### src/rtl/mcpt_pkg.sv
// mcpt_pkg: shared constants, opcodes and types of the periodic timer
// used by mcpt_ctrl, mcpt_datapath and multi_channel_periodic_timer
package mcpt_pkg;

  localparam int NumChannels = 16;
  localparam int ChanW       = 4;
  localparam int CntW        = ChanW + 1;
  localparam int TickMs      = 10;

  // reciprocal for the divide by the tick period, one correction step after it
  localparam int          TickL      = $clog2(TickMs);
  localparam int          RecipShift = 31 + TickL;
  localparam logic [31:0] Recip      = 32'((64'd1 << RecipShift) / TickMs);
  localparam logic [31:0] TickMsW    = 32'(TickMs);

  localparam logic [2:0] OpTick       = 3'd0;
  localparam logic [2:0] OpRegister   = 3'd1;
  localparam logic [2:0] OpRelease    = 3'd2;
  localparam logic [2:0] OpStart      = 3'd3;
  localparam logic [2:0] OpStop       = 3'd4;
  localparam logic [2:0] OpSetTimeout = 3'd5;

  localparam logic KindStatus = 1'b0;
  localparam logic KindExpiry = 1'b1;

  typedef struct packed {
    logic [2:0]       opcode;
    logic [ChanW-1:0] channel;
    logic [31:0]      timeout_ms;
  } cmd_t;

  typedef struct packed {
    logic             kind;
    logic             ok;
    logic [ChanW-1:0] result_channel;
    logic             last;
  } res_t;

  typedef struct packed {
    logic load_in;
    logic tick_inc;
    logic idx_clear;
    logic idx_load_ch;
    logic idx_inc;
    logic rd_next;
    logic do_register;
    logic do_start;
    logic do_stop;
    logic do_settmo;
    logic do_shift;
    logic do_clear_top;
    logic scan_fire;
    logic push_resp;
    logic push_pend;
    logic pend_last;
    logic resp_load;
    logic resp_ok;
    logic resp_reg;
  } ctl_t;

  typedef struct packed {
    logic [2:0] opcode;
    logic       full;
    logic       ch_lt_used;
    logic       tmo_ok;
    logic       shift_more;
    logic       scan_more;
    logic       due;
    logic       pend_valid;
    logic       out_free;
  } stat_t;

endpackage

### src/rtl/mcpt_datapath.sv
// mcpt_datapath: channel table, tick counter, timeout divider and result register
// depends on mcpt_pkg; steered by mcpt_ctrl through ctl_t and stat_t
module mcpt_datapath (
  input  logic              clk,
  input  logic              rst,
  input  mcpt_pkg::cmd_t    cmd,
  input  mcpt_pkg::ctl_t    ctl,
  output mcpt_pkg::stat_t   stat,
  output logic              res_valid,
  input  logic              res_ready,
  output mcpt_pkg::res_t    res
);

  mcpt_pkg::cmd_t cmd_r;

  logic [31:0]                    tick_count;
  logic [mcpt_pkg::CntW-1:0]      used;
  logic [mcpt_pkg::CntW-1:0]      idx;
  logic [mcpt_pkg::NumChannels-1:0] armed;

  logic [31:0] period_mem [mcpt_pkg::NumChannels];
  logic [31:0] stamp_mem  [mcpt_pkg::NumChannels];
  logic [31:0] period_rd;
  logic [31:0] stamp_rd;

  logic [63:0] prod;
  logic [31:0] qd;
  logic [31:0] rem0;
  logic [31:0] q_est;
  logic        fix;
  logic [31:0] quot;
  logic        tmo_ok;

  logic                       pend_valid;
  logic [mcpt_pkg::ChanW-1:0] pend_ch;
  logic                       resp_ok;
  logic [mcpt_pkg::ChanW-1:0] resp_ch;

  logic [mcpt_pkg::ChanW-1:0] rd_addr;
  logic [mcpt_pkg::ChanW-1:0] cur;
  logic [mcpt_pkg::ChanW-1:0] top;
  logic [mcpt_pkg::CntW-1:0]  idx_inc1;
  logic                       due;
  logic                       out_free;

  logic                       p_we;
  logic [mcpt_pkg::ChanW-1:0] p_wa;
  logic [31:0]                p_wd;
  logic                       s_we;
  logic [mcpt_pkg::ChanW-1:0] s_wa;
  logic [31:0]                s_wd;

  assign cur      = idx[mcpt_pkg::ChanW-1:0];
  assign idx_inc1 = idx + mcpt_pkg::CntW'(1);
  assign top      = mcpt_pkg::ChanW'(used - mcpt_pkg::CntW'(1));
  assign rd_addr  = ctl.rd_next ? mcpt_pkg::ChanW'(cur + mcpt_pkg::ChanW'(1)) : cur;

  // divide by the tick period
  assign q_est  = 32'(prod >> mcpt_pkg::RecipShift);
  assign fix    = rem0 >= mcpt_pkg::TickMsW;
  assign quot   = q_est + {31'd0, fix};
  assign tmo_ok = (cmd_r.timeout_ms != 32'd0) &&
                  (fix ? (rem0 == mcpt_pkg::TickMsW) : (rem0 == 32'd0));

  always_ff @(posedge clk) begin
    prod <= 64'(cmd_r.timeout_ms) * 64'(mcpt_pkg::Recip);
    qd   <= 32'(q_est * mcpt_pkg::TickMsW);
    rem0 <= cmd_r.timeout_ms - qd;
  end

  assign due      = armed[cur] && ((tick_count - stamp_rd) > period_rd);
  assign out_free = !res_valid || res_ready;

  always_comb begin
    stat.opcode     = cmd_r.opcode;
    stat.full       = used == mcpt_pkg::CntW'(mcpt_pkg::NumChannels);
    stat.ch_lt_used = {1'b0, cmd_r.channel} < used;
    stat.tmo_ok     = tmo_ok;
    stat.shift_more = idx_inc1 < used;
    stat.scan_more  = idx < used;
    stat.due        = due;
    stat.pend_valid = pend_valid;
    stat.out_free   = out_free;
  end

  // period write port
  always_comb begin
    p_we = 1'b1;
    p_wa = cur;
    p_wd = 32'd0;
    priority if (ctl.do_register) begin
      p_wa = used[mcpt_pkg::ChanW-1:0];
      p_wd = quot;
    end else if (ctl.do_settmo) begin
      p_wa = cmd_r.channel;
      p_wd = quot;
    end else if (ctl.do_shift) begin
      p_wa = cur;
      p_wd = period_rd;
    end else if (ctl.do_clear_top) begin
      p_wa = top;
    end else begin
      p_we = 1'b0;
    end
  end

  // stamp write port
  always_comb begin
    s_we = 1'b1;
    s_wa = cur;
    s_wd = 32'd0;
    priority if (ctl.do_register) begin
      s_wa = used[mcpt_pkg::ChanW-1:0];
    end else if (ctl.do_start) begin
      s_wa = cmd_r.channel;
      s_wd = tick_count;
    end else if (ctl.do_shift) begin
      s_wa = cur;
      s_wd = stamp_rd;
    end else if (ctl.do_clear_top) begin
      s_wa = top;
    end else if (ctl.scan_fire) begin
      s_wa = cur;
      s_wd = tick_count;
    end else begin
      s_we = 1'b0;
    end
  end

  always_ff @(posedge clk) begin
    if (p_we) begin
      period_mem[p_wa] <= p_wd;
    end
    if (s_we) begin
      stamp_mem[s_wa] <= s_wd;
    end
    period_rd <= period_mem[rd_addr];
    stamp_rd  <= stamp_mem[rd_addr];
  end

  always_ff @(posedge clk) begin
    if (ctl.load_in) begin
      cmd_r <= cmd;
    end
    if (ctl.resp_load) begin
      resp_ok <= ctl.resp_ok;
      resp_ch <= ctl.resp_reg ? used[mcpt_pkg::ChanW-1:0] : '0;
    end
    if (ctl.scan_fire) begin
      pend_ch <= cur;
    end
    if (ctl.push_resp) begin
      res <= '{kind: mcpt_pkg::KindStatus, ok: resp_ok, result_channel: resp_ch,
               last: 1'b1};
    end else if (ctl.push_pend) begin
      res <= '{kind: mcpt_pkg::KindExpiry, ok: 1'b1, result_channel: pend_ch,
               last: ctl.pend_last};
    end
  end

  always_ff @(posedge clk) begin
    if (rst) begin
      tick_count <= '0;
      used       <= '0;
      idx        <= '0;
      armed      <= '0;
      pend_valid <= 1'b0;
      res_valid  <= 1'b0;
    end else begin
      if (ctl.tick_inc) begin
        tick_count <= tick_count + 32'd1;
      end
      if (ctl.do_register) begin
        used <= used + mcpt_pkg::CntW'(1);
      end else if (ctl.do_clear_top) begin
        used <= used - mcpt_pkg::CntW'(1);
      end
      if (ctl.idx_clear) begin
        idx <= '0;
      end else if (ctl.idx_load_ch) begin
        idx <= {1'b0, cmd_r.channel};
      end else if (ctl.idx_inc) begin
        idx <= idx_inc1;
      end
      if (ctl.do_register) begin
        armed[used[mcpt_pkg::ChanW-1:0]] <= 1'b0;
      end else if (ctl.do_start) begin
        armed[cmd_r.channel] <= 1'b1;
      end else if (ctl.do_stop || ctl.do_settmo) begin
        armed[cmd_r.channel] <= 1'b0;
      end else if (ctl.do_shift) begin
        armed[cur] <= armed[mcpt_pkg::ChanW'(cur + mcpt_pkg::ChanW'(1))];
      end else if (ctl.do_clear_top) begin
        armed[top] <= 1'b0;
      end
      if (ctl.tick_inc) begin
        pend_valid <= 1'b0;
      end else if (ctl.scan_fire) begin
        pend_valid <= 1'b1;
      end else if (ctl.push_pend) begin
        pend_valid <= 1'b0;
      end
      if (ctl.push_resp || ctl.push_pend) begin
        res_valid <= 1'b1;
      end else if (res_ready) begin
        res_valid <= 1'b0;
      end
    end
  end

`ifndef ASSERT_OFF
  a_push_free: assert property (@(posedge clk) disable iff (rst)
    (ctl.push_resp || ctl.push_pend) |-> (!res_valid || res_ready))
    else $error("result pushed over an unread beat");
  a_reg_room: assert property (@(posedge clk) disable iff (rst)
    ctl.do_register |-> (used < mcpt_pkg::CntW'(mcpt_pkg::NumChannels)))
    else $error("register into a full table");
  a_reg_count: assert property (@(posedge clk) disable iff (rst)
    ctl.do_register |=> (used == mcpt_pkg::CntW'($past(used) + mcpt_pkg::CntW'(1))))
    else $error("used count did not advance on register");
  a_clear_nonempty: assert property (@(posedge clk) disable iff (rst)
    ctl.do_clear_top |-> (used != '0))
    else $error("release on an empty table");
  a_fire_due: assert property (@(posedge clk) disable iff (rst)
    ctl.scan_fire |-> (due && stat.scan_more))
    else $error("expiry on a channel that is not due");
`endif

endmodule

### src/rtl/mcpt_ctrl.sv
// mcpt_ctrl: sequencer for commands, release shifts and the tick scan
// depends on mcpt_pkg; drives mcpt_datapath through ctl_t
module mcpt_ctrl (
  input  logic            clk,
  input  logic            rst,
  input  logic            cmd_valid,
  output logic            cmd_ready,
  input  mcpt_pkg::stat_t stat,
  output mcpt_pkg::ctl_t  ctl
);

  localparam logic [3:0] StIdle    = 4'd0;
  localparam logic [3:0] StDiv1    = 4'd1;
  localparam logic [3:0] StDiv2    = 4'd2;
  localparam logic [3:0] StDiv3    = 4'd3;
  localparam logic [3:0] StExec    = 4'd4;
  localparam logic [3:0] StRelRd   = 4'd5;
  localparam logic [3:0] StRelWr   = 4'd6;
  localparam logic [3:0] StRelClr  = 4'd7;
  localparam logic [3:0] StScanRd  = 4'd8;
  localparam logic [3:0] StScanEv  = 4'd9;
  localparam logic [3:0] StScanEnd = 4'd10;
  localparam logic [3:0] StResp    = 4'd11;

  logic [3:0] state;
  logic [3:0] state_next;

  assign cmd_ready = state == StIdle;

  always_comb begin
    ctl        = '0;
    state_next = state;
    unique case (state)
      StIdle: begin
        if (cmd_valid) begin
          ctl.load_in = 1'b1;
          state_next  = StDiv1;
        end
      end
      StDiv1: state_next = StDiv2;
      StDiv2: state_next = StDiv3;
      StDiv3: state_next = StExec;
      StExec: begin
        ctl.resp_load = 1'b1;
        state_next    = StResp;
        unique case (stat.opcode)
          mcpt_pkg::OpTick: begin
            ctl.resp_load = 1'b0;
            ctl.tick_inc  = 1'b1;
            ctl.idx_clear = 1'b1;
            state_next    = StScanRd;
          end
          mcpt_pkg::OpRegister: begin
            ctl.do_register = stat.tmo_ok && !stat.full;
            ctl.resp_ok     = stat.tmo_ok && !stat.full;
            ctl.resp_reg    = stat.tmo_ok && !stat.full;
          end
          mcpt_pkg::OpRelease: begin
            if (stat.ch_lt_used) begin
              ctl.resp_ok     = 1'b1;
              ctl.idx_load_ch = 1'b1;
              state_next      = StRelRd;
            end
          end
          mcpt_pkg::OpStart: begin
            ctl.do_start = 1'b1;
            ctl.resp_ok  = 1'b1;
          end
          mcpt_pkg::OpStop: begin
            ctl.do_stop = 1'b1;
            ctl.resp_ok = 1'b1;
          end
          mcpt_pkg::OpSetTimeout: begin
            ctl.do_settmo = stat.tmo_ok;
            ctl.resp_ok   = stat.tmo_ok;
          end
          default: begin
            ctl.resp_ok = 1'b0;
          end
        endcase
      end
      StRelRd: begin
        if (stat.shift_more) begin
          ctl.rd_next = 1'b1;
          state_next  = StRelWr;
        end else begin
          state_next = StRelClr;
        end
      end
      StRelWr: begin
        ctl.do_shift = 1'b1;
        ctl.idx_inc  = 1'b1;
        state_next   = StRelRd;
      end
      StRelClr: begin
        ctl.do_clear_top = 1'b1;
        state_next       = StResp;
      end
      StScanRd: begin
        if (stat.scan_more) begin
          state_next = StScanEv;
        end else if (stat.pend_valid) begin
          state_next = StScanEnd;
        end else begin
          state_next = StIdle;
        end
      end
      StScanEv: begin
        if (!stat.due) begin
          ctl.idx_inc = 1'b1;
          state_next  = StScanRd;
        end else if (!stat.pend_valid || stat.out_free) begin
          ctl.push_pend = stat.pend_valid;
          ctl.scan_fire = 1'b1;
          ctl.idx_inc   = 1'b1;
          state_next    = StScanRd;
        end
      end
      StScanEnd: begin
        if (stat.out_free) begin
          ctl.push_pend = 1'b1;
          ctl.pend_last = 1'b1;
          state_next    = StIdle;
        end
      end
      StResp: begin
        if (stat.out_free) begin
          ctl.push_resp = 1'b1;
          state_next    = StIdle;
        end
      end
      default: state_next = StIdle;
    endcase
  end

  always_ff @(posedge clk) begin
    if (rst) begin
      state <= StIdle;
    end else begin
      state <= state_next;
    end
  end

endmodule

### src/rtl/multi_channel_periodic_timer.sv
// multi_channel_periodic_timer: top level of the periodic timer table
// depends on mcpt_pkg, mcpt_ctrl and mcpt_datapath
//
// cmd channel: one beat per command (tick, register, release, start, stop,
// set timeout); res channel: status and expiry beats, last marks the final
// beat caused by a command
// a non-tick command gives one status beat after it passes the divider states,
// StExec and StResp; release adds StRelRd and StRelWr per shifted channel and
// StRelRd and StRelClr for last check and top slot; a tick walks StScanRd and
// StScanEv per used channel, then StScanEnd if any is due; each expiry beat is
// held one channel back so that last marks the final one; no beat if none is due
// the next command is taken as soon as the previous one finishes, while its
// last beat may still sit in the output register
// divider (reciprocal multiply and correction) runs in StDiv1, StDiv2 and StDiv3;
// the table has one read port, so the scan and release walk one slot at a time
// reset clears the tick counter, the used count and all armed bits; the
// table holds no data until a slot is registered
// when res_ready is low the sequencer waits with the next beat and takes
// no new command until it has been placed
module multi_channel_periodic_timer (
  input  logic           clk,
  input  logic           rst,
  input  logic           cmd_valid,
  output logic           cmd_ready,
  input  mcpt_pkg::cmd_t cmd,
  output logic           res_valid,
  input  logic           res_ready,
  output mcpt_pkg::res_t res
);

  mcpt_pkg::ctl_t  ctl;
  mcpt_pkg::stat_t stat;

  mcpt_ctrl u_ctrl (
    .clk       (clk),
    .rst       (rst),
    .cmd_valid (cmd_valid),
    .cmd_ready (cmd_ready),
    .stat      (stat),
    .ctl       (ctl)
  );

  mcpt_datapath u_datapath (
    .clk       (clk),
    .rst       (rst),
    .cmd       (cmd),
    .ctl       (ctl),
    .stat      (stat),
    .res_valid (res_valid),
    .res_ready (res_ready),
    .res       (res)
  );

endmodule

### config.mk
export PLATFORM = sky130hd
export DESIGN_NAME = multi_channel_periodic_timer
export DESIGN_NICKNAME = d
export VERILOG_FILES = /design/src/rtl/mcpt_pkg.sv /design/src/rtl/mcpt_datapath.sv /design/src/rtl/mcpt_ctrl.sv /design/src/rtl/multi_channel_periodic_timer.sv
export SDC_FILE = /design/constraint.sdc
export NUM_CORES = 2
export LEC_CHECK = 0
export ABC_AREA = 1
export ABC_CLOCK_PERIOD_IN_PS = 12200
export BUFFER_PORTS_ARGS = -buffer_cell sky130_fd_sc_hd__buf_2
export CORE_MARGIN = 4
export CORE_UTILIZATION = 40
export DETAILED_ROUTE_END_ITERATION = 12
export GPL_TIMING_DRIVEN = 0
export SETUP_SLACK_MARGIN = 0.4
export SLEW_MARGIN = 20
export SYNTH_ARGS = -nofsm -noshare
export SYNTH_HDL_FRONTEND = slang
export SYNTH_SLANG_ARGS = --single-unit
### constraint.sdc
create_clock -name clk -period 12.2 [get_ports clk]
set_clock_uncertainty 0.2 [all_clocks]
set_input_delay 0.61 -clock clk [delete_from_list [all_inputs] [get_ports clk]]
set_output_delay 0.61 -clock clk [all_outputs]
set_load 0.01 [all_outputs]
# Yosys cells after proc, flatten, opt, wreduce, memory -nomap -nowiden
# Memories as Yosys holds them, arrays and structs flattened. A register that Yosys moved wholly into a read port is not among the register bits.
# Cells that the tools add are included.
totals:
  elab_cells: 202
  output_inout_bits: 9
  register_bits: 244
  mem_bits_rw: 1024
  rom_bits: 0
  latchBits: 0
  memories: 2
op_classes:
  bitwise_logic: 7
  n_mul: 2
  magnitude_cmp: 14
  n_eq_ne: 21
  div: 0
  shift: 0
  n_mux: 97
  n_addsub: 8
  n_reduce_logical: 30
mem_list:
  columns: ["name", "depth", "word_bits", "rd", "rd_clocked_by_memory_dff", "write_ports", "line_no", "rtl"]
  rows:
  - ["u_datapath.period_mem", 16, 32, 1, 1, 1, "mcpt_datapath.sv:21", "logic [31:0] period_mem [mcpt_pkg::NumChannels];"]
  - ["u_datapath.stamp_mem", 16, 32, 1, 1, 1, "mcpt_datapath.sv:22", "logic [31:0] stamp_mem [mcpt_pkg::NumChannels];"]
op_table:
  columns: ["op", "n"]
  rows:
  - ["$mux W32", 8]
  - ["$mux W16", 5]
  - ["$mux W4", 17]
  - ["$sub A32 B32 Y32", 2]
  - ["$mul A32 B30 Y62 const B", 1]
  - ["$and A16 B16 Y16", 3]
  - ["$not A16 Y16", 3]
  - ["$mux W1", 47]
  - ["$pmux W4 S11", 1]
  - ["$add A32 B1 Y32 const B", 1]
  - ["$eq A32 B4 Y1 const B", 1]
  - ["$ge A32 B4 Y1 const B", 1]
  - ["$gt A32 B32 Y1", 1]
  - ["$logic_not A32 Y1", 1]
  - ["$reduce_bool A32 Y1", 1]
  - ["$mul A29 B3 Y31 const B", 1]
  - ["$add A29 B1 Y30", 1]
  - ["$lt A4 B5 Y1 const B", 5]
  - ["$bwmux W16", 1]
  - ["$demux W1 S4", 4]
  - ["$eq A4 B3 Y1 const B", 4]
  - ["$eq A4 B4 Y1 const B", 4]
  - ["$ge A4 B1 Y1 const B", 4]
  - ["$or A16 B16 Y16", 1]
  - ["other kinds (32)", 61]

# Logic depth before layout (Yosys ltp)
logic_depth:
  ltp_word: 13
  ltp_mapped: 29
  depth_no_buf: 28

# By module
# A second synthesis with hierarchy kept.
unflattened:
  cells_unflattened: 7530
  hier_area_um2: 75834.0
by_module_without_submodules:
  columns: ["mod", "area_each_um2", "n_inst", "cells_per_inst"]
  rows:
  - ["mcpt_datapath", 75237.2, 1, 7429]
  - ["mcpt_ctrl", 596.8, 1, 101]

# Worst setup path after synthesis
# OpenSTA, ideal clock, no wires.
synth_timing:
  path_kind: "reg-to-reg"
  from: "reg u_datapath.cmd_r[18] (netlist name)"
  to: "reg u_datapath.prod[51]"
  path_stages_with_launch: 25
  t_required_ns: 11.879
  slack_ns: 5.896
  arrival_ns: 5.983
  period_less_slack_ns: 6.304
  cell_sequence: "edfxtp_1 > inv_1 > ha_1 > inv_1 > fa_1 > inv_1 > fa_1 > inv_1 > fa_1 > inv_1 > fa_1 > fa_1 > fa_1 > inv_1 > fa_1 > inv_1 > ha_1 > nand2_1 > nor2_1 > inv_1 > nor4_1 > nand3_1 > nand3_1 > a21oi_1 > xnor2_1"
synth_between:
  elab_chain_cells: 1
synth_lines:
  columns: ["item", "line_no", "rtl"]
  rows:
  - ["start: declaration", "mcpt_datapath.sv:14", "mcpt_pkg::cmd_t cmd_r;"]
  - ["start signal: assignment", "mcpt_datapath.sv:143", "cmd_r <= cmd;"]
  - ["$mul A32 B30 Y62", "mcpt_datapath.sv:66", "prod <= 64'(cmd_r.timeout_ms) * 64'(mcpt_pkg::Recip);"]
  - ["end signal: assignment", "mcpt_datapath.sv:66", null]
  - ["end: declaration", "mcpt_datapath.sv:26", "logic [63:0] prod;"]
# No other way between the ends.
# A chain may end at the register's enable or synchronous reset.

# Final worst setup path
layout_timing:
  from: "reg u_datapath.cmd_r[8] (netlist name)"
  to: "reg u_datapath.prod[60]"
# Same word-level chain as after synthesis.

==> summary.md <==
| Metric | Value |
|---|---|
| Number of buffers inserted by post-CTS setup repair | `0` |
| Fin. Hold Viols | `0` |
| Synth cell types | `56` |
| R2r startpoint | `u_datapath.cmd_r[8]$_DFFE_PP_` |
| Antenna-violating nets left | `0` |
| Setup violators final | `0` |
| Initial antenna violation count | `6` |
| Largest net degree at the start of global routing | `23` |
| Worst-path clk slew | `0.06 ns` |
| Buf/Inv on CP | `6` |
| Routed len/inst | `24.2 um` |
| DP Worst Slack | `about 4.2 ns` |
| Total CTS buffers | `143` |
| Total GRT Usage | `26.3%` |
| Run status | `finished, final reports clean` |
| Final Util | `45.8%` |
| Rows | `roughly 160` |
| Count leader, synth | `nand2_1` |
| Synth warn | `0` |
| TritonCTS clock tree | `yes` |
| Layout area overhead | `13.8%` |
| Crit path cell chain | `inv_1 -> ha_1 -> clkbuf_1 -> xnor2_1 -> o21ai_0 -> fa_1 -> inv_1 -> fa_1 -> fa_1 -> inv_1 -> fa_1 -> fa_1 -> inv_1 -> fa_1 -> inv_1 -> ha_1 -> nand2_1 -> nand2_1 -> a21oi_1 -> a21boi_0 -> o21ai_0 -> a21oi_1 -> o21ai_0 -> xor2_1` |
| Root Buffer | `clkbuf_16` |
| Fill count | `between 15000 and 20000` |
| Crit-path leading delay family | `adder cells` |
| Hold endpoint | `u_datapath.res_valid$_SDFFE_PP0P_` |
| TritonRoute pass-1 iters | `6` |
| Top-area cell type share of the netlist area | `41.8%` |
| Tcrit/Tclk final | `between 60% and 70%` |
| Grt total ovfl | `0` |
| Top FF cell, synth | `edfxtp_1` |
| Hold path depth | `6` |
| Path type of the worst min-delay path | `in2reg` |
| Post-DP HPWL | `201000 um` |
| Clk buf depth | `3` |
| CTS Sinks | `between 1000 and 1500` |
| Mapped cell area | `~0.077 mm2` |
| Number of synthesized flops with an enable pin | `1077` |
| 1st-iter DRT viols | `between 6000 and 7000` |
| Layout cells sized above 1 | `7.38%` |
| Yosys top cell by area | `edfxtp_1` |
| Sequential element share of the synthesized area | `a little under half` |
| Tmin final | `8.14 ns` |
| Avg Cell Area, Syn | `9.73 um2` |
| Slew @ Worst Pin | `1.16 ns` |
| CP Capture Type | `register` |
| First-pass GRT wire length | `387000 um` |
| RSZ-0062 raised after global routing | `false` |
| Synth top cells by count | `nand2_1 (1611), inv_1 (1386), edfxtp_1 (1077)` |
| Synth Register Bits | `1299` |
| Routed Wire Length | `265000 um` |
| Post-synthesis cell count | `7954` |
| Post-route DRC | `0` |
| Required @ worst endpoint | `12.69 ns` |
| Relative slew slack | `22.6%` |
| Clk_lat worst skew | `0.82 ns` |
| Worst reg2reg path depth | `24` |
| DR vias | `59344` |
| Setup TNS Final | `0 ns` |
| CTS Hold Bufs | `40` |
| Final WS setup | `4.06 ns` |
| Initial Util | `40.2%` |
| H-Tree Depth | `4` |
| Slew Limit Fails | `0` |
| Die width | `448 um` |
| Critical path's slowest cell | `edfxtp_1` |
| GPL Wtd Cong | `0.983` |
| Layout Nets | `between 9000 and 10000` |
| Crit path launch type | `register` |
| Die Area | `0.201 mm2` |
| Number of top-level pins | `52` |
| Core area | `0.192 mm2` |
| FFs w/ async S/R, synth | `0%` |
| CP Data Arrival Time | `8.63 ns` |
| Most used cell, CP | `fa_1` |
| Die height | `approximately 450 um` |
| Top post-synthesis cells by area | `edfxtp_1 (42%), fa_1 (9.3%), ha_1 (8.5%)` |
| Post-CTS sizing | `0` |
| Min-delay src | `res_ready` |
| WS Path Type | `reg2reg` |
| Fmax | `123 MHz` |
| Port buffer count | `50` |
| Vias in the first global route | `58104` |
| Reg2reg setup slack | `a little over 4 ns` |
| Max-cap viol count | `0` |
| Largest stage delay, worst path | `between 0.7 and 0.8 ns` |
| Post-Syn Nets | `8882` |
| Critical R2R Capture | `u_datapath.prod[60]$_DFF_P_` |
| Via density per instance | `5.42` |
| CP Max Fanout | `8` |
[layout make-up]
cell class	instances	area (um2)	area share [%]
clock inverters	57	764	0.868
plain buffers	286	1330	1.51
diodes	5	12.5	0.0142
multi-input cells	4974	34400	39.1
well taps	2526	3160	3.59
flip-flops and latches	1299	36800	41.8
repair buffers	209	2440	2.78
clock buffers	204	3930	4.46
inverters	1395	5240	5.95
[flip-flops by register name (all words and copies together) (netlist names), 31 cells and up]
register / flops
u_datapath.period_mem: 512
u_datapath.tick_count: 32
u_datapath.qd: 31
u_datapath.stamp_mem: 512
u_datapath.rem0: 32
u_datapath.cmd_r: 36
u_datapath.period_rd: 32
u_datapath.stamp_rd: 32
[layer usage]
metal  track usage, %  wire length, um
met1             35.8           110000
met2             42.3           121000
met3             4.75            24200
met4             8.99             9880
met5                0               13
[cells in the final DEF (no fill, tap or decap), types with 50 or more instances in the layout]
| cell | count |
|---|---|
| inv_1 | 1385 |
| nand2_1 | 1611 |
| edfxtp_1 | 1077 |
| buf_4 | 64 |
| clkbuf_1 | 144 |
| xor2_1 | 142 |
| nand3_1 | 686 |
| xnor2_1 | 53 |
| o211ai_1 | 398 |
| buf_2 | 201 |
| ha_1 | 526 |
| clkbuf_16 | 144 |
| dfxtp_1 | 222 |
| nor3_1 | 50 |
| nor2_1 | 361 |
| fa_1 | 359 |
| o21ai_0 | 204 |
| a21oi_1 | 272 |
[per-stage QoR]
stage	area [um2]	hold WS (ns)	std cells
4_1_cts	88000	0.0685	10950
3_5_place_dp	82900	0.232	10649
6_report	88100	0.0971	10955
3_3_place_gp	80800	0.232	10530
5_1_grt	88100	0.165	10950
2_1_floorplan	77400	0.159	7954
[kinds of logic after synthesis]
group,after synthesis,synth area share [%]
and+or+nand+nor,2839,15.4
buffers and inverters,1681,8.48
DFF,1299,47.5
AOI/OAI and AO/OA,1055,8.60
adders and majority gates,885,17.8
xor gates and xnor gates,195,2.21
[worst reg2reg max path, cell delays in order, from the launching register on]
cell	delay (ns)
edfxtp_1	0.72
inv_1	0.11
ha_1	0.56
clkbuf_1	0.57
xnor2_1	0.25
o21ai_0	0.17
fa_1	0.56
inv_1	0.06
fa_1	0.49
fa_1	0.56
inv_1	0.06
fa_1	0.38
fa_1	0.56
inv_1	0.07
fa_1	0.50
inv_1	0.06
ha_1	0.30
nand2_1	0.07
nand2_1	0.07
a21oi_1	0.18
a21boi_0	0.49
o21ai_0	0.16
a21oi_1	0.35
o21ai_0	0.23
xor2_1	0.29
[worst max-delay path by stage]
stage	to	cells after the start	start	slack [ns]
2_1_floorplan	u_datapath.prod[51]$_DFF_P_	24	u_datapath.cmd_r[18]$_DFFE_PP_	5.90
3_3_place_gp	u_datapath.stamp_mem[2][7]$_DFFE_PP_	24	u_datapath.tick_count[0]$_SDFFE_PP0P_	3.37
3_5_place_dp	u_datapath.prod[60]$_DFF_P_	24	u_datapath.cmd_r[8]$_DFFE_PP_	4.23
4_1_cts	u_datapath.prod[60]$_DFF_P_	24	u_datapath.cmd_r[8]$_DFFE_PP_	4.20
5_1_grt	u_datapath.prod[60]$_DFF_P_	24	u_datapath.cmd_r[8]$_DFFE_PP_	3.86
6_report	u_datapath.prod[60]$_DFF_P_	24	u_datapath.cmd_r[8]$_DFFE_PP_	4.06
Power is not shown: default switching activity piles up to over one toggle a cycle in this logic, so the estimate is an artifact.
